`config.mk`:
```
export PLATFORM = sky130hd
export DESIGN_NAME = socks5_greeting_request_parser_flat
export DESIGN_NICKNAME = d
export VERILOG_FILES = /design/src/design/sgrp_pkg.sv /design/src/design/sgrp_in_if.sv /design/src/design/sgrp_out_if.sv /design/src/design/socks5_greeting_request_parser.sv /design/src/flat_wrapper.sv
export SDC_FILE = /design/constraint.sdc
export NUM_CORES = 1
export LEC_CHECK = 0
export BUFFER_PORTS_ARGS = -buffer_cell sky130_fd_sc_hd__buf_2
export CORE_MARGIN = 4
export CORE_UTILIZATION = 56
export DETAILED_ROUTE_END_ITERATION = 8
export PLACE_DENSITY_LB_ADDON = 0.2
export SLEW_MARGIN = 0
export SYNTH_ARGS = -nofsm -noshare
export SYNTH_HDL_FRONTEND = slang
export SYNTH_SLANG_ARGS = --single-unit
```
`constraint.sdc`:
```
create_clock -name clk -period 4 [get_ports clk]
set_input_delay 0.4 -clock clk [delete_from_list [all_inputs] [get_ports clk]]
set_output_delay 0.4 -clock clk [all_outputs]
set_load 0.05 [all_outputs]
```
`src/design/sgrp_pkg.sv`:
```
package sgrp_pkg;

  localparam int QUEUE_DEPTH = 4;

  localparam logic [7:0] SOCKS_VER    = 8'd5;
  localparam logic [7:0] METHOD_NONE  = 8'd0;
  localparam logic [7:0] NO_METHOD    = 8'd255;
  localparam logic [7:0] REPLY_OK     = 8'd0;
  localparam logic [7:0] ATYP_IPV4    = 8'd1;
  localparam logic [7:0] ATYP_DOMAIN  = 8'd3;
  localparam logic [7:0] ATYP_IPV6    = 8'd4;
  localparam logic [7:0] CMD_CONNECT  = 8'd1;
  localparam logic [8:0] IPV4_LEN     = 9'd4;
  localparam logic [8:0] IPV6_LEN     = 9'd16;

  typedef enum logic [3:0] {
    PH_GVER,
    PH_NMETH,
    PH_METH,
    PH_RVER,
    PH_RCMD,
    PH_RRSV,
    PH_RATYP,
    PH_DLEN,
    PH_ADDR,
    PH_PHI,
    PH_PLO,
    PH_DONE
  } phase_t;

  typedef enum logic [2:0] {
    ERR_NONE,
    ERR_GREET_VER,
    ERR_ATYP,
    ERR_REQ_VER,
    ERR_CMD
  } err_t;

  typedef enum logic [1:0] {
    KIND_IPV4,
    KIND_DOMAIN,
    KIND_IPV6
  } kind_t;

  // One queue entry: every reply beat caused by one client byte.
  typedef struct packed {
    logic [3:0][7:0] bytes;
    logic [1:0]      last_idx;
    err_t            err;
    logic            done;
    kind_t           kind;
    logic [15:0]     port;
  } grp_t;

endpackage

```
`src/design/sgrp_in_if.sv`:
```
interface sgrp_in_if;
  logic       valid;
  logic       ready;
  logic [7:0] client_byte;

  modport source (output valid, output client_byte, input ready);
  modport sink (input valid, input client_byte, output ready);
endinterface

```
`src/design/sgrp_out_if.sv`:
```
interface sgrp_out_if;
  logic        valid;
  logic        ready;
  logic [7:0]  reply_byte;
  logic        last_of_run;
  logic [2:0]  error_code;
  logic        request_done;
  logic [1:0]  address_kind;
  logic [15:0] port_bytes;

  modport source (
    output valid, output reply_byte, output last_of_run, output error_code,
    output request_done, output address_kind, output port_bytes, input ready
  );
  modport sink (
    input valid, input reply_byte, input last_of_run, input error_code,
    input request_done, input address_kind, input port_bytes, output ready
  );
endinterface

```
`src/design/socks5_greeting_request_parser.sv`:
```
// channel | dir | payload
// client  | in  | client_byte
// reply   | out | reply_byte, last_of_run, error_code, request_done,
//         |     | address_kind, port_bytes
//
// A client byte is taken every cycle while the reply queue has room; it is
// parsed in the cycle after and its 0 to 4 reply beats are queued as one entry.
// Replies leave at one beat per cycle while reply ready is high, and the
// DEPTH-entry queue absorbs bursts. rst (synchronous) returns the parser to
// the greeting and empties the queue. A stalled reply side fills the queue
// and then drops client ready.
module socks5_greeting_request_parser #(
  parameter int DEPTH = sgrp_pkg::QUEUE_DEPTH
) (
  input  logic       clk,
  input  logic       rst,
  sgrp_in_if.sink    client,
  sgrp_out_if.source reply
);

  localparam int PTR_W = (DEPTH > 1) ? $clog2(DEPTH) : 1;
  localparam int CNT_W = $clog2(DEPTH + 1) + 1;

  // input register
  logic       in_valid_q;
  logic [7:0] in_byte_q;

  // parser state
  sgrp_pkg::phase_t phase, phase_next;
  logic [7:0]       methods_left, methods_left_next;
  logic             no_auth_seen, no_auth_seen_next;
  logic [23:0]      header_bytes, header_bytes_next;
  logic [8:0]       address_left, address_left_next;
  sgrp_pkg::kind_t  kind_held, kind_held_next;
  logic [7:0]       port_high_held, port_high_held_next;
  logic             error_latched, error_latched_next;

  // result of the current byte
  logic           push;
  sgrp_pkg::grp_t grp;

  // reply queue
  sgrp_pkg::grp_t   queue [DEPTH];
  logic [PTR_W-1:0] wr_ptr, rd_ptr;
  logic [CNT_W-1:0] count;
  logic [1:0]       sub;
  logic             pop, beat_out, is_last;
  logic [CNT_W-1:0] occupancy;
  sgrp_pkg::grp_t   head;

  assign occupancy    = count + CNT_W'(in_valid_q);
  assign client.ready = occupancy < CNT_W'(DEPTH);

  always_ff @(posedge clk) begin
    if (rst) begin
      in_valid_q <= 1'b0;
    end else begin
      in_valid_q <= client.valid && client.ready;
    end
    if (client.valid && client.ready) begin
      in_byte_q <= client.client_byte;
    end
  end

  // next-state logic
  always_comb begin
    logic [7:0] b;
    logic [7:0] ml_dec;
    logic [8:0] al_dec;
    b                   = in_byte_q;
    ml_dec              = methods_left - 8'd1;
    al_dec              = address_left - 9'd1;
    phase_next          = phase;
    methods_left_next   = methods_left;
    no_auth_seen_next   = no_auth_seen;
    header_bytes_next   = header_bytes;
    address_left_next   = address_left;
    kind_held_next      = kind_held;
    port_high_held_next = port_high_held;
    error_latched_next  = error_latched;
    if (in_valid_q && !error_latched) begin
      unique case (phase)
        sgrp_pkg::PH_GVER: begin
          if (b != sgrp_pkg::SOCKS_VER) error_latched_next = 1'b1;
          else phase_next = sgrp_pkg::PH_NMETH;
        end
        sgrp_pkg::PH_NMETH: begin
          methods_left_next = b;
          no_auth_seen_next = 1'b0;
          phase_next = (b == 8'd0) ? sgrp_pkg::PH_RVER : sgrp_pkg::PH_METH;
        end
        sgrp_pkg::PH_METH: begin
          if (b == sgrp_pkg::METHOD_NONE) no_auth_seen_next = 1'b1;
          methods_left_next = ml_dec;
          if (ml_dec == 8'd0) phase_next = sgrp_pkg::PH_RVER;
        end
        sgrp_pkg::PH_RVER: begin
          header_bytes_next = {b, 16'd0};
          phase_next = sgrp_pkg::PH_RCMD;
        end
        sgrp_pkg::PH_RCMD: begin
          header_bytes_next = {header_bytes[23:16], b, 8'd0};
          phase_next = sgrp_pkg::PH_RRSV;
        end
        sgrp_pkg::PH_RRSV: begin
          header_bytes_next = {header_bytes[23:8], b};
          phase_next = sgrp_pkg::PH_RATYP;
        end
        sgrp_pkg::PH_RATYP: begin
          if (b == sgrp_pkg::ATYP_IPV4) begin
            kind_held_next    = sgrp_pkg::KIND_IPV4;
            address_left_next = sgrp_pkg::IPV4_LEN;
            phase_next        = sgrp_pkg::PH_ADDR;
          end else if (b == sgrp_pkg::ATYP_DOMAIN) begin
            kind_held_next    = sgrp_pkg::KIND_DOMAIN;
            address_left_next = 9'd0;
            phase_next        = sgrp_pkg::PH_DLEN;
          end else if (b == sgrp_pkg::ATYP_IPV6) begin
            kind_held_next    = sgrp_pkg::KIND_IPV6;
            address_left_next = sgrp_pkg::IPV6_LEN;
            phase_next        = sgrp_pkg::PH_ADDR;
          end
          if ((b != sgrp_pkg::ATYP_IPV4 && b != sgrp_pkg::ATYP_DOMAIN &&
               b != sgrp_pkg::ATYP_IPV6) ||
              header_bytes[23:16] != sgrp_pkg::SOCKS_VER ||
              header_bytes[15:8] != sgrp_pkg::CMD_CONNECT) begin
            error_latched_next = 1'b1;
          end
        end
        sgrp_pkg::PH_DLEN: begin
          address_left_next = {1'b0, b};
          phase_next = (b == 8'd0) ? sgrp_pkg::PH_PHI : sgrp_pkg::PH_ADDR;
        end
        sgrp_pkg::PH_ADDR: begin
          address_left_next = al_dec;
          if (al_dec == 9'd0) phase_next = sgrp_pkg::PH_PHI;
        end
        sgrp_pkg::PH_PHI: begin
          port_high_held_next = b;
          phase_next = sgrp_pkg::PH_PLO;
        end
        sgrp_pkg::PH_PLO: begin
          phase_next = sgrp_pkg::PH_DONE;
        end
        sgrp_pkg::PH_DONE: begin
        end
        default: begin
        end
      endcase
    end
  end

  // reply beats for the current byte
  always_comb begin
    logic [7:0] b;
    logic       no_auth_upd;
    b           = in_byte_q;
    no_auth_upd = no_auth_seen || (b == sgrp_pkg::METHOD_NONE);
    push        = 1'b0;
    grp         = '0;
    if (in_valid_q && !error_latched) begin
      unique case (phase)
        sgrp_pkg::PH_GVER: begin
          if (b != sgrp_pkg::SOCKS_VER) begin
            push    = 1'b1;
            grp.err = sgrp_pkg::ERR_GREET_VER;
          end
        end
        sgrp_pkg::PH_NMETH: begin
          if (b == 8'd0) begin
            push         = 1'b1;
            grp.bytes[0] = sgrp_pkg::SOCKS_VER;
            grp.bytes[1] = sgrp_pkg::NO_METHOD;
            grp.last_idx = 2'd1;
          end
        end
        sgrp_pkg::PH_METH: begin
          if (methods_left == 8'd1) begin
            push         = 1'b1;
            grp.bytes[0] = sgrp_pkg::SOCKS_VER;
            grp.bytes[1] = no_auth_upd ? sgrp_pkg::METHOD_NONE : sgrp_pkg::NO_METHOD;
            grp.last_idx = 2'd1;
          end
        end
        sgrp_pkg::PH_RVER, sgrp_pkg::PH_RCMD, sgrp_pkg::PH_RRSV: begin
        end
        sgrp_pkg::PH_RATYP: begin
          push = 1'b1;
          // fault priority: address type, then version, then command
          if (b != sgrp_pkg::ATYP_IPV4 && b != sgrp_pkg::ATYP_DOMAIN &&
              b != sgrp_pkg::ATYP_IPV6) begin
            grp.err = sgrp_pkg::ERR_ATYP;
          end else if (header_bytes[23:16] != sgrp_pkg::SOCKS_VER) begin
            grp.err = sgrp_pkg::ERR_REQ_VER;
          end else if (header_bytes[15:8] != sgrp_pkg::CMD_CONNECT) begin
            grp.err = sgrp_pkg::ERR_CMD;
          end else begin
            grp.bytes[0] = sgrp_pkg::SOCKS_VER;
            grp.bytes[1] = sgrp_pkg::REPLY_OK;
            grp.bytes[2] = header_bytes[7:0];
            grp.bytes[3] = b;
            grp.last_idx = 2'd3;
          end
        end
        sgrp_pkg::PH_DLEN, sgrp_pkg::PH_ADDR, sgrp_pkg::PH_PHI: begin
          push         = 1'b1;
          grp.bytes[0] = b;
        end
        sgrp_pkg::PH_PLO: begin
          push         = 1'b1;
          grp.bytes[0] = b;
          grp.done     = 1'b1;
          grp.kind     = kind_held;
          grp.port     = {port_high_held, b};
        end
        sgrp_pkg::PH_DONE: begin
        end
        default: begin
        end
      endcase
    end
  end

  always_ff @(posedge clk) begin
    if (rst) begin
      phase          <= sgrp_pkg::PH_GVER;
      methods_left   <= '0;
      no_auth_seen   <= 1'b0;
      header_bytes   <= '0;
      address_left   <= '0;
      kind_held      <= sgrp_pkg::KIND_IPV4;
      port_high_held <= '0;
      error_latched  <= 1'b0;
    end else begin
      phase          <= phase_next;
      methods_left   <= methods_left_next;
      no_auth_seen   <= no_auth_seen_next;
      header_bytes   <= header_bytes_next;
      address_left   <= address_left_next;
      kind_held      <= kind_held_next;
      port_high_held <= port_high_held_next;
      error_latched  <= error_latched_next;
    end
  end

  // reply queue: at most one entry per client byte, drained a beat at a time
  assign head     = queue[rd_ptr];
  assign beat_out = reply.valid && reply.ready;
  assign is_last  = sub == head.last_idx;
  assign pop      = beat_out && is_last;

  assign reply.valid        = count != '0;
  assign reply.reply_byte   = head.bytes[sub];
  assign reply.last_of_run  = is_last;
  assign reply.error_code   = head.err;
  assign reply.request_done = head.done;
  assign reply.address_kind = head.kind;
  assign reply.port_bytes   = head.port;

  always_ff @(posedge clk) begin
    if (push) begin
      queue[wr_ptr] <= grp;
    end
    if (rst) begin
      wr_ptr <= '0;
      rd_ptr <= '0;
      count  <= '0;
      sub    <= '0;
    end else begin
      if (push) begin
        wr_ptr <= (wr_ptr == PTR_W'(DEPTH - 1)) ? '0 : wr_ptr + 1'b1;
      end
      if (pop) begin
        rd_ptr <= (rd_ptr == PTR_W'(DEPTH - 1)) ? '0 : rd_ptr + 1'b1;
      end
      if (push && !pop) count <= count + 1'b1;
      else if (pop && !push) count <= count - 1'b1;
      if (beat_out) begin
        sub <= is_last ? 2'd0 : sub + 2'd1;
      end
    end
  end

endmodule
```
`src/flat_wrapper.sv`:
```
// flat-port wrapper written by rule: the top's interface ports become plain ports
module socks5_greeting_request_parser_flat 
#(
  parameter int DEPTH = sgrp_pkg::QUEUE_DEPTH
)
  (clk, rst, client_valid, client_client_byte, client_ready, reply_valid, reply_reply_byte, reply_last_of_run, reply_error_code, reply_request_done, reply_address_kind, reply_port_bytes, reply_ready);
  sgrp_in_if client_i ();
  sgrp_out_if reply_i ();
  input  logic clk;
  input  logic rst;
  input wire logic [$bits(client_i.valid)-1:0] client_valid;
  input wire logic [$bits(client_i.client_byte)-1:0] client_client_byte;
  output wire logic [$bits(client_i.ready)-1:0] client_ready;
  output wire logic [$bits(reply_i.valid)-1:0] reply_valid;
  output wire logic [$bits(reply_i.reply_byte)-1:0] reply_reply_byte;
  output wire logic [$bits(reply_i.last_of_run)-1:0] reply_last_of_run;
  output wire logic [$bits(reply_i.error_code)-1:0] reply_error_code;
  output wire logic [$bits(reply_i.request_done)-1:0] reply_request_done;
  output wire logic [$bits(reply_i.address_kind)-1:0] reply_address_kind;
  output wire logic [$bits(reply_i.port_bytes)-1:0] reply_port_bytes;
  input wire logic [$bits(reply_i.ready)-1:0] reply_ready;
  assign client_i.valid = client_valid;
  assign client_i.client_byte = client_client_byte;
  assign client_ready = client_i.ready;
  assign reply_valid = reply_i.valid;
  assign reply_reply_byte = reply_i.reply_byte;
  assign reply_last_of_run = reply_i.last_of_run;
  assign reply_error_code = reply_i.error_code;
  assign reply_request_done = reply_i.request_done;
  assign reply_address_kind = reply_i.address_kind;
  assign reply_port_bytes = reply_i.port_bytes;
  assign reply_i.ready = reply_ready;
  socks5_greeting_request_parser #(.DEPTH(DEPTH)) u_core (.clk(clk), .rst(rst), .client(client_i), .reply(reply_i));
endmodule
```
# Yosys cells after proc, flatten, opt, wreduce, memory -nomap -nowiden

Memory sizes are Yosys's and may differ from the RTL's. A register that Yosys moved wholly into a read port is not among the register bits.
Index checks and enable logic that the tools add are counted.

Bits in registers: 76
Memories: 1
Output and inout bits: 33
RAM bits: 224

Reductions and logical operators: 39
Order comparisons: 2
Equal/unequal tests: 30
Muxes and demuxes: 56
Bitwise operators: 2
Add/sub/neg operators: 8

Memories:

| name         | depth | width | read ports | clocked after Yosys merged registers in | wr ports | line                                 | source |
|---|---|---|---|---|---|---|---|
| u_core.queue | 4     | 56    | 1          | 1                                       | 1        | socks5_greeting_request_parser.sv:43 | `sgrp_pkg::grp_t queue [DEPTH];` |

Operator list:

| operator                                             | count |
|---|---|
| 2-to-1 mux 34 bit                                    | 3 |
| one-hot mux 24 bit (3 select lines)                  | 1 |
| 2-to-1 mux 56 bit                                    | 1 |
| one-hot mux 4 bit (11 select lines)                  | 1 |
| 2-to-1 mux 18 bit                                    | 2 |
| 2-to-1 mux 4 bit                                     | 8 |
| one-hot mux 8 bit (4 select lines)                   | 1 |
| 2-to-1 mux 9 bit                                     | 3 |
| one-hot mux 9 bit (3 select lines)                   | 1 |
| != test 8 x 3 -> 1 bit (second input constant)       | 3 |
| one-hot mux 8 bit (3 select lines)                   | 1 |
| 2-to-1 mux 19 bit                                    | 1 |
| binary-select mux 8 bit (select 2 bit)               | 1 |
| equality test 4 x 3 -> 1 bit (second input constant) | 4 |
| equality test 8 x 1 -> 1 bit (second input constant) | 2 |
| logical NOT 8 bit                                    | 2 |
| 2-to-1 mux 16 bit                                    | 1 |
| 2-to-1 mux 2 bit                                     | 8 |
| 2-to-1 mux 8 bit                                     | 2 |
| != test 8 x 1 -> 1 bit (second input constant)       | 2 |
| one-hot mux 8 bit (2 select lines)                   | 1 |
| equality test 4 bit (second input constant)          | 3 |
| 2-to-1 mux 1 bit                                     | 12 |
| AND reduction 3 bit                                  | 4 |
| other kinds (38)                                     | 69 |

# Longest topological paths before layout

Depth in word-level cells: 8
Mapped depth: 14
Gate-level depth less buffers: 14

# Least setup slack after synthesis

Ideal clock, no wire load.

Path type: flip-flop to flip-flop
From: register u_core.in_byte_q[6]
To: memory u_core.queue[1][0] in the netlist's numbering (enable)
Path buffers: 2
Data arrival time: 3336 ps
Required time: 3588 ps
Period minus slack after synthesis: 3747 ps
Stages on the path, launching flop included: 8
Setup slack: 253 ps
Path through: edfxtp_1 -> buf_6 -> or4_4 -> buf_6 -> nor3_1 -> a21oi_1 -> a41oi_1 -> and2_1

Longest elaborated chain between the ends: 6

Ends and longest elaborated chain:

| element                                                     | line                                                                         | source |
|---|---|---|
| start, declared                                             | socks5_greeting_request_parser.sv:26                                         | `logic [7:0] in_byte_q;` |
| start signal, assigned                                      | socks5_greeting_request_parser.sv:61                                         | `in_byte_q <= client.client_byte;` |
| != test 8 x 3 -> 1 bit or logical NOT 8 bit (tied branches) | socks5_greeting_request_parser.sv:164, socks5_greeting_request_parser.sv:170 |  |
| 2-to-1 mux 1 bit (on tied branches)                         | socks5_greeting_request_parser.sv:164, socks5_greeting_request_parser.sv:170 |  |
| one-hot mux 1 bit (4 select lines) *                        | socks5_greeting_request_parser.sv:162                                        | `unique case (phase)` |
| 2-to-1 mux 1 bit *                                          | socks5_greeting_request_parser.sv:161                                        | `if (in_valid_q && !error_latched) begin` |
| via u_core.push                                             | socks5_greeting_request_parser.sv:39                                         | `logic push;` |
| 2-to-1 mux 1 bit *                                          | socks5_greeting_request_parser.sv:261                                        | `if (push) begin` |
| 2-to-1 mux 1 bit (implied by the code) *                    | socks5_greeting_request_parser.sv:262                                        | `queue[wr_ptr] <= grp;` |
| end, declared                                               | socks5_greeting_request_parser.sv:43                                         |  |

Mark *: on every way through the listed nets, which the timed path passes. The rest lies on a longest branch.

==> impl_results.md <==
* Status: complete, no violations
* Largest cells by area after synthesis: edfxtp_1, dfxtp_1, mux4_2, nor2_1, a21oi_1
* Full die area at 23200 µm²
* Top delay family on crit path: multiplexers
* Worst Path Arrival at 3.16 ns
* Worst Tran Pin Value at 1.19 ns
* Post-Layout Inst Area at 13300 µm²
* CP Buf/Inv Count at 2
* # port buffers at 44
* Mapped Area at 11600 µm²
* Yosys warns at 0
* FF+latch area at 7530 µm²
* Post-CTS Resized at 0
* Worst vdd ir at 489 µV
* Min-delay worst type: in -> reg
* Static leakage at 4.45 nW
* Crit Path Category: reg -> out
* Most common cell in the netlist: edfxtp_1
* Most frequent CP cell: mux4_2
* Main synth FF type: edfxtp_1
* Root Driver: clkbuf_16
* TNS Setup at 0 ns
* DRT Wirelength at 24500 µm
* Initial DRC count at 691
* Sequential area share after synthesis at 0.647
* Final Non-Filler Cells at 1177
* Synthesized instance count at 816
* Fin util at 0.653
* I/O Pins at 45
* Worst-skew pair later-pin latency at 0.55 ns
* Fillcell total at 1423
* CP Cell Sequence: buf_4 > mux4_2 > mux4_2 > buf_2
* Max incr delay on CP at 0.75 ns
* Synth top cells by count: edfxtp_1, nor2_1, dfxtp_1
* Worst setup EP type: primary output
* Drt pass-1 iters at 6
* Sink Count at 274
* Syn-to-layout area delta at 14.2%
* Final Cycle Share at 0.890
* Synth cell types at 62
* Setup Viol. Count Final at 0
* Hold buffer count at cts at 0
* Max Clock Skew at 0.0185 ns
* Final Hold Viols at 0
* DP Cell Count at 1125
* Final hold slack at 0.0385 ns
* FP Rows at 52
* Die Y-Extent at 152 µm
* Area of the multi-input gates at 3940 µm²
* Crit path launch type: register
* Clock Pin Slew Worst Setup and Hold Paths at 0.06 ns
* CTS Buf Count at 28
* Avg Cell Area, Syn at 14.3 µm²
* Flops & latches, synth at 274
* Placeable Area at 20400 µm²
* Largest net degree at the start of global routing at 50
* Post-CTS setup buffers at 0
* Critical Path RT at 3.60 ns
* Ys async rst share at 0
* RSZ-0062 raised after global routing: no
* Longest Clk Path Bufs at 3
* Wire length per cell at 20.8 µm
* Post-DP HPWL at 14800 µm
* Layout cells sized above 1 at 0.208
* GRT Total Usage at 0.213
* Die extent in x at 152 µm
* H-tree depth at 1
* RR Startpoint: u_core.in_byte_q[6]
* Max-capacitance violation count at 0
* First-pass GRT wire length at 40000 µm
* Synth top area share at 0.526
* Relative slew slack at 0.200
* Net count, final at 910
* Number of synthesized flops with an enable pin at 204
* Clock period minus worst slack at 3.56 ns
* Total gr overflow at 0
* Starting Density at 0.572
* Via density at 6.12
* Hold Crit Start: client_client_byte[7]
* Residual DRC at 0
* GP Congestion at 0.826
* Power Dens Cells at 574 nW/µm²
* Vias in the first global route at 7400
* Synth area leader: edfxtp_1
* Initial antenna violation count at 0
* Antenna viol nets, final at 0
* Via Count at 7201
* CTS tree: done
* FMAX at 281 MHz
* CP Max Fanout at 47
* Post-DP Area at 12300 µm²
* Final Max Tran Viols at 0
* CP max stage cell: mux4_2
* Antenna diodes at 0
-- report_power, final --
group	internal [mW]	total [mW]	leakage, nW	switching [mW]
sequential	3.23	3.31	2.40	0.0810
clock	1.62	2.68	0.471	1.06
combinational	0.552	1.64	1.58	1.09
-- state kept, by name, indices dropped and copies added, names as in the netlist, 4 cells and up, named ones only --
name	cells
u_core.methods_left	8
u_core.phase	4
u_core.queue	196
u_core.count	4
u_core.port_high_held	8
u_core.in_byte_q	8
u_core.address_left	9
u_core.header_bytes	24
-- logic make-up (layout without fill, tap and decap cells) --
group | Yosys count | after routing | synth area share
AOI/OAI and AO/OA | 130 | 130 | 0.0741
xor gates and xnor gates | 13 | 13 | 0.00978
adders and majority gates | 13 | 13 | 0.0146
buffers and inverters | 63 | 135 | 0.0219
DFF | 274 | 274 | 0.647
muxes | 70 | 70 | 0.122
other | 1 | 20 | 0.000322
and+or+nand+nor | 252 | 252 | 0.111
-- cells in the final DEF, fill, tap and decap left out, types with 19 or more instances in the layout --
cell type	instances
edfxtp_1	204
nor2_1	78
dfxtp_1	68
mux4_2	57
a21oi_1	47
buf_2	44
nand2_1	41
and2_1	30
clkbuf_16	28
buf_4	24
a22oi_1	23
conb_1	20
nor3_1	19
-- path summary, 6_finish.rpt --
path / slack, ns / to / cells past startpoint
max: 0.44 / reply_reply_byte[2] / 4
min: 0.04 / u_core.in_byte_q[7] / 1
max reg2reg: 0.52 / u_core.count[3] / 14
min reg2reg: 0.47 / u_core.header_bytes[18] / 2
-- routing by layer --
layer	track usage	wire, µm	vias to the layer above	part of all wire
met3	0.0355	1630	51	0.067
met1	0.286	9830	3608	0.40
met4	0.0561	601	0	0.025
met2	0.366	12400	271	0.51
li1	-	-	3271	-
met5	0	0	-	0
-- layout make-up --
cell class,instances,share of cell area
clock buffers,33,0.0541
inverters,11,0.00310
repair buffers,72,0.0361
well taps,270,0.0254
multi-input cells,498,0.296
flip-flops and latches,274,0.566
clock inverters,19,0.0185
-- per-stage QoR --
stage | total power [mW] | worst slack, ns
after global routing | 7.95 | 0.209
after CTS | 7.71 | 0.334
after floorplan | 4.61 | 0.253
after global placement | 4.99 | 0.660
final | 7.63 | 0.441
after detailed placement | 5.04 | 0.542
Note: power is estimated with default switching activity, not from simulation.
